<file path="src/kcc_pkg.sv">
// ----------------------------------------------------------------------------
// kcc_pkg
// Types, constants and helpers for the key click classifier.
// ----------------------------------------------------------------------------
`timescale 1ns / 1ps

package kcc_pkg;

    localparam int NUM_KEYS  = 4;
    localparam int KEY_W     = 3;
    localparam int KIND_W    = 2;
    localparam int CNT_W     = 12;
    localparam int EN_W      = 4;
    localparam int CFG_IDX_W = 2;
    localparam int CFG_W     = 12;
    localparam int S_DATA_W  = 8;
    localparam int M_DATA_W  = 8;

    localparam logic [CNT_W-1:0] COUNT_MAX = '1;

    // Register reset values
    localparam logic [EN_W-1:0]  DBL_EN_RST = 4'd1;
    localparam logic [CNT_W-1:0] LONG_RST   = 12'd80;
    localparam logic [CNT_W-1:0] WINDOW_RST = 12'd25;

    // Register indexes
    localparam logic [CFG_IDX_W-1:0] CFG_DBL_EN = 2'd0;
    localparam logic [CFG_IDX_W-1:0] CFG_LONG   = 2'd1;
    localparam logic [CFG_IDX_W-1:0] CFG_WINDOW = 2'd2;

    // Event kinds
    localparam logic [KIND_W-1:0] KIND_SHORT  = 2'd0;
    localparam logic [KIND_W-1:0] KIND_LONG   = 2'd1;
    localparam logic [KIND_W-1:0] KIND_DOUBLE = 2'd2;

    localparam logic [KEY_W-1:0] KEY_NONE = 3'd0;
    localparam logic [KEY_W-1:0] KEY_LAST = 3'(NUM_KEYS);

    typedef enum logic [6:0] {
        MODE_IDLE     = 7'b000_0001,
        MODE_DEBOUNCE = 7'b000_0010,
        MODE_HELD     = 7'b000_0100,
        MODE_WAIT_LNG = 7'b000_1000,
        MODE_WINDOW   = 7'b001_0000,
        MODE_SECOND   = 7'b010_0000,
        MODE_WAIT_DBL = 7'b100_0000
    } mode_t;

    typedef struct packed {
        logic [EN_W-1:0]  dbl_en;
        logic [CNT_W-1:0] long_ticks;
        logic [CNT_W-1:0] window_ticks;
    } cfg_t;

    typedef struct packed {
        logic              valid;
        logic [KEY_W-1:0]  key;
        logic [KIND_W-1:0] kind;
    } evt_t;

    // Double click allowed for this key under the enable mask
    function automatic logic dbl_allowed(input logic [EN_W-1:0] en,
                                         input logic [KEY_W-1:0] key);
        logic [1:0] idx;
        idx = 2'(key - 3'd1);
        if (key == KEY_NONE || key > 3'(EN_W))
            return 1'b0;
        return en[idx];
    endfunction

endpackage

</file>
<file path="src/key_click_classifier_core.sv">
// ----------------------------------------------------------------------------
// key_click_classifier_core
// Debounces key scan ticks and reports short, long and double presses.
// ----------------------------------------------------------------------------
// Takes one scan tick per clock cycle while the output is not stalled. The tick
// is captured in an input register, the state machine updates from it, and the
// event lands in an output register. A stalled output only holds new ticks back
// once both registers are full. Configuration writes take effect on the next
// processed tick.
`timescale 1ns / 1ps

module key_click_classifier_core (
    input  logic                          clk,
    input  logic                          rst_n,
    input  logic                          s_tvalid,
    output logic                          s_tready,
    input  logic [kcc_pkg::S_DATA_W-1:0]  s_tdata,   // [2:0] pressed_key
    output logic                          m_tvalid,
    input  logic                          m_tready,
    output logic [kcc_pkg::M_DATA_W-1:0]  m_tdata,   // [2:0] event_key, [4:3] event_kind
    input  logic                          cfg_we,
    input  logic [kcc_pkg::CFG_IDX_W-1:0] cfg_index,
    input  logic [kcc_pkg::CFG_W-1:0]     cfg_data
);
    import kcc_pkg::*;

    cfg_t              cfg_reg;
    logic              in_valid_reg;
    logic [KEY_W-1:0]  in_key_reg;
    logic [KEY_W-1:0]  key_clean;
    logic              advance;
    evt_t              evt;
    logic              out_valid_reg;
    logic [KEY_W-1:0]  out_key_reg;
    logic [KIND_W-1:0] out_kind_reg;

    // Configuration registers
    always_ff @(posedge clk or negedge rst_n)
    begin
        if (!rst_n)
        begin
            cfg_reg.dbl_en       <= DBL_EN_RST;
            cfg_reg.long_ticks   <= LONG_RST;
            cfg_reg.window_ticks <= WINDOW_RST;
        end
        else if (cfg_we)
        begin
            unique case (cfg_index)
                CFG_DBL_EN: cfg_reg.dbl_en       <= cfg_data[EN_W-1:0];
                CFG_LONG:   cfg_reg.long_ticks   <= cfg_data;
                CFG_WINDOW: cfg_reg.window_ticks <= cfg_data;
                default:    ;
            endcase
        end
    end

    // Process a held tick when the output slot is free or being taken
    assign advance  = in_valid_reg && (!out_valid_reg || m_tready);
    assign s_tready = !in_valid_reg || advance;

    // Capture the request
    always_ff @(posedge clk or negedge rst_n)
    begin
        if (!rst_n)
            in_valid_reg <= 1'b0;
        else if (s_tready)
            in_valid_reg <= s_tvalid;
    end

    always_ff @(posedge clk)
    begin
        if (s_tready && s_tvalid)
            in_key_reg <= s_tdata[KEY_W-1:0];
    end

    // Drop key numbers beyond the key count
    assign key_clean = (in_key_reg > KEY_LAST) ? KEY_NONE : in_key_reg;

    kcc_fsm u_fsm (
        .clk   (clk),
        .rst_n (rst_n),
        .step  (advance),
        .key   (key_clean),
        .cfg   (cfg_reg),
        .evt   (evt)
    );

    // Hold the event until the sink takes it
    always_ff @(posedge clk or negedge rst_n)
    begin
        if (!rst_n)
            out_valid_reg <= 1'b0;
        else if (advance)
            out_valid_reg <= evt.valid;
        else if (m_tready)
            out_valid_reg <= 1'b0;
    end

    always_ff @(posedge clk)
    begin
        if (advance && evt.valid)
        begin
            out_key_reg  <= evt.key;
            out_kind_reg <= evt.kind;
        end
    end

    assign m_tvalid = out_valid_reg;
    assign m_tdata  = {3'b000, out_kind_reg, out_key_reg};

endmodule

</file>
<file path="src/kcc_fsm.sv">
// ----------------------------------------------------------------------------
// kcc_fsm
// Press classifier state machine: one scan tick per step, at most one event.
// ----------------------------------------------------------------------------
`timescale 1ns / 1ps

module kcc_fsm (
    input  logic                  clk,
    input  logic                  rst_n,
    input  logic                  step,
    input  logic [kcc_pkg::KEY_W-1:0] key,
    input  kcc_pkg::cfg_t         cfg,
    output kcc_pkg::evt_t         evt
);
    import kcc_pkg::*;

    mode_t            mode_reg, mode_next;
    logic [KEY_W-1:0] held_reg, held_next;
    logic [CNT_W-1:0] cnt_reg, cnt_next;
    logic [CNT_W-1:0] cnt_inc;

    // Saturating tick counter
    assign cnt_inc = (cnt_reg == COUNT_MAX) ? cnt_reg : cnt_reg + 12'd1;

    // Next state and event for this tick
    always_comb
    begin
        mode_next = mode_reg;
        held_next = held_reg;
        cnt_next  = cnt_reg;
        evt.valid = 1'b0;
        evt.key   = held_reg;
        evt.kind  = KIND_SHORT;
        unique case (mode_reg)
            MODE_DEBOUNCE:
            begin
                if (key == held_reg)
                begin
                    mode_next = MODE_HELD;
                    cnt_next  = '0;
                end
                else
                    mode_next = MODE_IDLE;
            end
            MODE_HELD:
            begin
                if (key == held_reg)
                begin
                    cnt_next = cnt_inc;
                    if (cnt_inc >= cfg.long_ticks)
                    begin
                        evt.valid = 1'b1;
                        evt.kind  = KIND_LONG;
                        mode_next = MODE_WAIT_LNG;
                    end
                end
                else if (key == KEY_NONE)
                begin
                    cnt_next = '0;
                    if (dbl_allowed(cfg.dbl_en, held_reg))
                        mode_next = MODE_WINDOW;
                    else
                    begin
                        evt.valid = 1'b1;
                        mode_next = MODE_IDLE;
                    end
                end
                else
                begin
                    evt.valid = 1'b1;
                    held_next = key;
                    mode_next = MODE_DEBOUNCE;
                end
            end
            MODE_WAIT_LNG, MODE_WAIT_DBL:
            begin
                if (key == KEY_NONE)
                    mode_next = MODE_IDLE;
                else if (key != held_reg)
                begin
                    held_next = key;
                    mode_next = MODE_DEBOUNCE;
                end
            end
            MODE_WINDOW:
            begin
                if (key == KEY_NONE)
                begin
                    cnt_next = cnt_inc;
                    if (cnt_inc >= cfg.window_ticks)
                    begin
                        evt.valid = 1'b1;
                        mode_next = MODE_IDLE;
                    end
                end
                else if (key == held_reg)
                    mode_next = MODE_SECOND;
                else
                begin
                    evt.valid = 1'b1;
                    held_next = key;
                    mode_next = MODE_DEBOUNCE;
                end
            end
            MODE_SECOND:
            begin
                if (key == held_reg)
                begin
                    evt.valid = 1'b1;
                    evt.kind  = KIND_DOUBLE;
                    mode_next = MODE_WAIT_DBL;
                end
                else
                    mode_next = MODE_WINDOW;
            end
            default:
            begin
                mode_next = MODE_IDLE;
                if (key != KEY_NONE)
                begin
                    held_next = key;
                    mode_next = MODE_DEBOUNCE;
                end
            end
        endcase
    end

    // Advance the state only on a processed tick
    always_ff @(posedge clk or negedge rst_n)
    begin
        if (!rst_n)
        begin
            mode_reg <= MODE_IDLE;
            held_reg <= KEY_NONE;
            cnt_reg  <= '0;
        end
        else if (step)
        begin
            mode_reg <= mode_next;
            held_reg <= held_next;
            cnt_reg  <= cnt_next;
        end
    end

endmodule

</file>
<file path="config.mk">
export PLATFORM = sky130hd
export DESIGN_NAME = key_click_classifier_core
export DESIGN_NICKNAME = d
export VERILOG_FILES = /design/src/kcc_pkg.sv /design/src/key_click_classifier_core.sv /design/src/kcc_fsm.sv
export SDC_FILE = /design/constraint.sdc
export NUM_CORES = 1
export LEC_CHECK = 0
export ABC_AREA = 1
export BUFFER_PORTS_ARGS = -buffer_cell sky130_fd_sc_hd__buf_2
export CAP_MARGIN = 40
export CORE_UTILIZATION = 56
export CTS_BUF_LIST = sky130_fd_sc_hd__clkbuf_16
export DETAILED_ROUTE_END_ITERATION = 10
export PLACE_DENSITY_LB_ADDON = 0.12
export SKIP_CTS_REPAIR_TIMING = 1
export SLEW_MARGIN = 15
export SYNTH_ARGS = -nofsm -noshare
export SYNTH_HDL_FRONTEND = slang
export SYNTH_SLANG_ARGS = --single-unit
</file>
<file path="constraint.sdc">
create_clock -name clk -period 7.1 [get_ports clk]
set_clock_uncertainty 0.2 [all_clocks]
set_input_delay 0.71 -clock clk [delete_from_list [all_inputs] [get_ports clk]]
set_output_delay 0.71 -clock clk [all_outputs]
set_load 0.01 [all_outputs]
</file>
==> results of run 1 <==
## worst paths after layout
check                                  from                end  slack [ns]  cells past startpoint
hold / removal                  cfg_reg[14]        cfg_reg[14]        0.28                      2
setup reg to reg           u_fsm.cnt_reg[0]    out_kind_reg[0]        3.60                     15
setup / recovery           u_fsm.cnt_reg[0]    out_kind_reg[0]        3.60                     15
hold reg to reg                 cfg_reg[14]        cfg_reg[14]        0.28                      2
max in group asynchronous             rst_n        cfg_reg[12]        5.98                      2
min in group asynchronous             rst_n  u_fsm.cnt_reg[10]        0.29                      2
## per-stage QoR
| step | hold slack (ns) | std cells | util [%] |
|---|---|---|---|
| floorplan | 0.214 | 487 | - |
| global placement | 0.268 | 582 | 61.3 |
| detailed placement | 0.274 | 582 | 61.3 |
| CTS | 0.287 | 598 | 66.0 |
| global route | 0.313 | 598 | 66.0 |
| finish | 0.280 | 598 | 66.0 |
## logic make-up (layout without fill, tap and decap cells)
group,count (synthesis),count (layout)
buffers and inverters,91,125
XOR/XNOR,10,10
AND/OR/NAND/NOR,224,224
adder cells (fa/ha/maj),26,26
AO/OA/AOI/OAI,73,73
other,1,3
flip-flops,60,60
## metal layers
layer | vias to the layer above | wire length (um)
met5 | - | 0
met4 | 0 | 98
met3 | 8 | 295
met2 | 58 | 3150
met1 | 1334 | 3700
li1 | 1599 | -
## worst min-delay path, stage by stage, from the launching register on
cell and delay [ns]:
dfrtp_1 0.34, nand2_1 0.05, o21ai_0 0.05
## area by class of cell
cell class | count | area share (%)
clock buffer | 9 | 5.34
inverter | 80 | 7.13
timing repair buffer | 29 | 3.50
sequential | 60 | 36.8
multi-input combinational | 336 | 43.1
clock inverter | 7 | 1.81
tap | 77 | 2.29
## layout by cell type, fill, tap and decap left out, types with 5 or more instances in the layout
| cell type | instances |
|---|---|
| nor2_1 | 26 |
| a21oi_1 | 8 |
| clkbuf_16 | 9 |
| edfxtp_1 | 8 |
| ha_1 | 26 |
| nor3_1 | 5 |
| dfstp_2 | 7 |
| nand3_1 | 27 |
| buf_2 | 28 |
| nand4_1 | 5 |
| xor2_1 | 7 |
| o21ai_0 | 47 |
| nand2_2 | 8 |
| dfrtp_1 | 45 |
| o21ai_1 | 5 |
| o21ai_2 | 10 |
| nand2_1 | 141 |
| inv_1 | 79 |
## report_power, final
| part | leakage [uW] | internal [uW] | switching (uW) |
|---|---|---|---|
| Sequential | 0.000738 | 395 | 30.0 |
| Clock | 0.000142 | 273 | 162 |
| Combinational | 0.00136 | 76.7 | 147 |
| Total | 0.00224 | 745 | 339 |
## cells in the mapped netlist (2+ instances only)
cell / n
dfstp_2: 7
buf_6: 2
nor2_4: 3
xor2_1: 7
nor2_2: 3
a21oi_1: 8
nand3_1: 27
clkbuf_1: 5
edfxtp_1: 8
nand2_1: 141
o21ai_1: 5
dfrtp_1: 45
inv_1: 79
o21ai_0: 47
xnor2_1: 2
ha_1: 26
buf_4: 4
nand4_1: 5
nor3_1: 5
nand2_2: 8
o21ai_2: 10
nor2_1: 26
==> results.md, run 1 <==
* Status: finished, final reports clean
* Hold Vio Cnt, Final at 0
* Main synth FF type: dfrtp_1
* Clk pin slew, worst setup/hold paths at 0.05 ns
* M2 GR Usage at a little over a third
* Cell taking the most area after synthesis: dfrtp_1
* GP Congestion at 0.825
* Die area at 7000 um2
* Sequential Area at approximately 1600 um2
* Clk Latency, worst-skew pair at around 0.33 ns
* Total negative slack at 0 ns
* Post-synthesis async set-or-reset flop share at 86.7%
* Total number of vias at between 2,000 and 3,000
* Routed length per instance at around 12 um
* RSZ-0062 raised after global routing: false
* Std-Cell Rows at 29
* Unique masters post-synth at 34
* GRT met3 Usage at roughly 5.5%
* # fillers at 544
* CP max stage cell: dfrtp_1
* Busiest grt layer: met2
* Drt pass-1 iters at 4
* Simple-Gate Fraction of Synth Area at between 20% and 30%
* Clk sink count at 60
* Fin crit share at 49.3%
* Post-place setup slack at 3.58 ns
* Layout Nets at ~570
* Crit path max fanout at 12
* Post-synthesis mux area share at 0%
* Worst-margin pin slew at between 0.8 and 0.9 ns
* Core area at roughly 6400 um2
* Chip height at between 80 and 90 um
* CTS tree: yes
* F_max at 286 MHz
* Residual DRC at 0
* Mean post-synth cell area at 7.70 um2
* Share of cells above drive strength 1 at around 16%
* GRT overflow at 0
* Root Driver: clkbuf_16
* Complex-gate fraction of the synthesized area at about 11%
* Top-area cell type share of the netlist area at between 30 and 40%
* H-Tree Depth at 3
* Number of global-route vias before repair at 2,861
* Ant. Diodes at 0
* GRT Resource Usage Total at a little under a quarter
* DRT iter0 DRCs at 146
* CP required at between 6 and 7 ns
* Met1 usage at roughly 33%
* Initial core utilization at between 50% and 60%
* Crit Path Category: reg -> reg
* Worst slew margin at 45.7%
* # IOs at 37
* Pwr Total at about 1100 uW
* Area occupied by multi-input gates at ~1800 um2
* Count of final setup violators at 0
* Max reg flops at 28
* Leakage at 0.00224 uW
* EDFF count, synth at 8
* Initial antenna violation count at 0
* Maximum VDD drop at ~0.19 mV
* Global-route wire length before repair at ~13,000 um
* Crit-path cells: ha_1, nand3_1, inv_1, nand3_1, o21ai_0, ha_1, nand2_1, nor2_1, and2_1, nand2_1, nand4_1, nand3_1, nand2_1, o21bai_1, inv_1
* Placed Instance Area at roughly 3900 um2
* #FFs+latches synth at 60
* Largest net degree at the start of global routing at between 50 and 60
* Synth area leaders: dfrtp_1 (30%), nand2_1 (14%), ha_1 (8.7%)
* Slew Viols, Final at 0
* Yosys warns at 0
* Hold WC Path Type: reg -> reg
* Area share of fa/ha/maj cells after synthesis at between 8 and 9%
* CTS Buf Count at 9
* Worst setup margin at about 3.6 ns
* Cell family with most CP delay: simple AND/OR/NAND/NOR gates
* Via density at ~5
* Largest stage delay on the critical path at approximately 0.43 ns
* Startpoint Class: register
* Syn Inst Count at roughly 490
* Clock Path Buffers at 2
* DP HPWL at about 5300 um
* Max_cap viols at 0
* Design Area, Final at roughly 4200 um2
* Worst path bufs/invs at 2
* Synthesized cell area at roughly 3700 um2
* PD cells at ~260 nW/um2
* Seq/Total Area, Yosys at around 42%
* Die width at roughly 84 um
* CP Data Arrival Time at 3.32 ns
* CP endpoint kind: register
* Port bufs at 28
* DRT Wirelength at approximately 7200 um
* DRT antenna net count at 0
* Area grow syn2layout at 12.9%
* Post-Synth XOR/XNOR Area at approximately 2.5%
* Main combinational cell family by area after synthesis: simple AND/OR/NAND/NOR gates
* Fin crit period at ~3.5 ns
No activity file was read; power rests on OpenSTA's default activity.
==> run 2, diff against run 1 <==
ABC_AREA = 0   (was 1)
CORE_UTILIZATION = 54   (was 56)
clock period = 2.9 ns   (was 7.1 ns; I/O delays follow)
==> run 2 against run 1 <==
The flow now finishes with violations (negative setup slack); first-iteration DRC count increased by 44%; final area increased by 15%; flip-flop and latch count unchanged; die area increased by 2.4%; combinational power increased by 150%; highest routed layer unchanged.
==> results.md, run 2 <==
* CP Data Arrival Time at 3.26 ns (-0.06 ns)
* Max_cap viols at 0 (unchanged)
* Max reg flops at 28 (unchanged)
* Count of final setup violators at 14 (+14)
* H-Tree Depth at 3 (unchanged)
* Post-synthesis async set-or-reset flop share at 86.7% (unchanged)
* Share of cells above drive strength 1 at 40.0% (+24 points)
* DRT antenna net count at 0 (unchanged)
* Mean post-synth cell area at 10.4 um2 (+35%)
* Initial core utilization at 57.1% (-1.4 points)
* Chip height at 84.6 um (+1.2%)
* DRT iter0 DRCs at 210 (+44%)
* PD cells at 571 nW/um2 (+120%)
* Failing checks: negative setup slack
* Routed length per instance at 16.4 um (+36%)
* CP required at 2.91 ns (-4.01 ns)
* Synthesized cell area at 3690 um2 (-1.2%)
* Count leader, synth: dfrtp_1
* EDFF count, synth at 8 (unchanged)
* # IOs at 37 (unchanged)
* Syn Inst Count at 355 (-27%)
* CTS Buf Count at 9 (unchanged)
* Main synth FF type: dfrtp_1
* Worst reg2reg setup slack at -0.34 ns (-3.94 ns)
* Seq/Total Area, Yosys at 42.0% (+0.51 points)
* Fin crit period at 3.24 ns (-0.256 ns)
* Total number of vias at 2,949 (-1.7%)
* Root Driver: clkbuf_16
* Commonest cells post-synth: dfrtp_1 (45), mux2_2 (37), inv_1 (27), ha_1 (26), nand2_1 (24)
* Hold Vio Cnt, Final at 0 (unchanged)
* Cell family with most CP delay: simple AND/OR/NAND/NOR gates
* Ant. Diodes at 0 (unchanged)
* CP endpoint kind: register
* Unique masters post-synth at 54 (+59%)
* Status: finished, violations left
* Top-area cell type share of the netlist area at 30.5% (+0.37 points)
* RSZ-0062 raised after global routing: true
* CP startpoint: u_fsm.cnt_reg[0]
* Synth area leaders: dfrtp_1 (31%), mux2_2 (11%), ha_1 (8.8%)
* Fin crit share at 112% (+63 points)
* DRT Wirelength at 8520 um (+18%)
* CP dominant cell by count: ha_2
* R2R cell count at 14 (-1)
* CP endpoint: u_fsm.mode_reg[4]
* Worst slew margin at 56.3% (+11 points)
* Die width at 84.6 um (+1.2%)
* Largest net degree at the start of global routing at 40 (-25%)
* Reg2reg start: u_fsm.cnt_reg[0]
* Global-route wire length before repair at 14,000 um (+8.3%)
* Largest stage delay on the critical path at 0.41 ns (-0.02 ns)
* Critical path depth at 14 (-1)
* GRT Resource Usage Total at 25.5% (+2.0 points)
* Crit path max fanout at 5 (-7)
* Crit Path Category: reg -> reg
* CP max stage cell: dfrtp_1
* CTS tree: yes
* Post-place setup slack at -0.366 ns (-3.95 ns)
* GP Congestion at 0.823 (-0.33%)
* Residual DRC at 0 (unchanged)
* Worst setup margin at -0.344 ns (-3.94 ns)
* Clock Path Buffers at 2 (unchanged)
* Core area at 6460 um2 (+1.1%)
* Cell taking the most area after synthesis: dfrtp_1
* Via density at 5.68 (+13%)
* #FFs+latches synth at 60 (unchanged)
* Most frequent cells in the layout: buf_4 (47), dfrtp_1 (45), mux2_2 (32), inv_1 (28), buf_2 (28)
* Clk pin slew, worst setup/hold paths at 0.05 ns (about the same)
* Initial antenna violation count at 0 (unchanged)
* Commonest non-fill, non-tap cell in the layout: buf_4
* Clk sink count at 60 (unchanged)
* GRT overflow at 0 (unchanged)
* Std-Cell Rows at 29 (unchanged)
* Worst path bufs/invs at 1 (-1)
* Number of global-route vias before repair at 2,948 (+3.0%)
* Startpoint Class: register
* Maximum VDD drop at 0.473 mV (+150%)
* Area grow syn2layout at 31.5%
* Slew Viols, Final at 0 (unchanged)
* Yosys warns at 0 (unchanged)
* Hold Startpoint: cfg_data[5]
* Hold WC Path Type: in -> reg
* Drt pass-1 iters at 7 (+3)
* Final cell count without fillers at 519 (-13%)
* DP HPWL at 6070 um (+15%)
* Placed cells at 493 (-15%)
* Worst-margin pin slew at 0.654 ns (-0.159 ns)
* Leakage at 0.00234 uW (+4.2%)
* Port bufs at 28 (unchanged)
* Layout Nets at 490 (-14%)
* Clk Latency, worst-skew pair at 0.33 ns (about the same)
* Die area at 7160 um2 (+2.4%)
* F_max at 308 MHz (+7.9%)
* Crit-path cells: ha_2, nand2_2, nor2_4, and3_4, nor3b_4, xor2_2, ha_2, nor2_2, nor2_1, a41oi_2, o211ai_1, o2111ai_2, buf_6, mux2_4
* Worst reg2reg path endpoint: u_fsm.mode_reg[4]
-- run 2: cell count changes after synthesis, sizes merged, moves of 5 or more --
cell	delta
nand2	-125
inv	-53
o21ai	-45
mux2	+37
nand3	-19
nor2	-14
a21oi	+10
nor2b	+9
xnor2	+7
nand2b	+6
nor4	+5
-- run 2: kinds of logic after synthesis --
group	after synthesis	share of synthesized area, %
buffers and inverters	42	4.68
AO/OA/AOI/OAI	65	11.8
XOR/XNOR	18	4.28
multiplexers	42	13.0
AND/OR/NAND/NOR	101	15.3
adder cells (fa/ha/maj)	26	8.82
flip-flops	60	42.0
other	1	0.102
-- run 2: through the flow --
step	total power (uW)	hold slack [ns]	area (um2)	setup TNS [ns]	utilization (%)
after floorplan	1430	-0.206	3780	-1.10	-
after global placement	1570	0.00176	4280	-3.19	66.2
after detailed placement	1590	-0.000222	4280	-3.75	66.2
after CTS	2750	-0.351	4590	-4.25	71.1
after global routing	2890	0.00191	4850	-5.07	75.1
final	2770	0.00323	4850	-3.66	75.1
-- run 2: how the worst min path moves through the flow --
stage                                    to  cells past startpoint
after CTS                 u_fsm.cnt_reg[10]                      1
after floorplan                 cfg_reg[10]                      0
final                            cfg_reg[5]                      2
after global placement    u_fsm.cnt_reg[10]                      1
after global routing            cfg_reg[10]                      2
after detailed placement  u_fsm.cnt_reg[10]                      1
-- run 2: area by class of cell --
type	count	area (um2)
clock buffer	9	225
clock inverter	7	91.3
fill	457	1610
inverter	27	101
multi-input combinational	255	2200
sequential	60	1550
tap	77	96.3
timing repair buffer	84	588
-- run 2: power by group --
group          switching [uW]  leakage (uW)  internal [uW]
clock network             398      0.000151            748
logic                     287       0.00146            270
registers                87.5      0.000723            979
total                     772       0.00234           2000
-- run 2: metal layers --
layer / wire length, um / global-route usage [%] / vias up
met5: 0 / 0 / -
met3: 311 / 4.72 / 12
met4: 142 / 11.1 / 0
met1: 3940 / 34.0 / 1432
met2: 4120 / 40.9 / 74
li1: - / - / 1431
-- run 2: worst register-to-register path, cell delays in order, from the launching register on --
cell and delay, ns:
dfrtp_1 0.41, ha_2 0.22, nand2_2 0.10, nor2_4 0.05, and3_4 0.21, nor3b_4 0.26
xor2_2 0.12, ha_2 0.33, nor2_2 0.04, nor2_1 0.11, a41oi_2 0.16, o211ai_1 0.30
o2111ai_2 0.17, buf_6 0.16, mux2_4 0.29
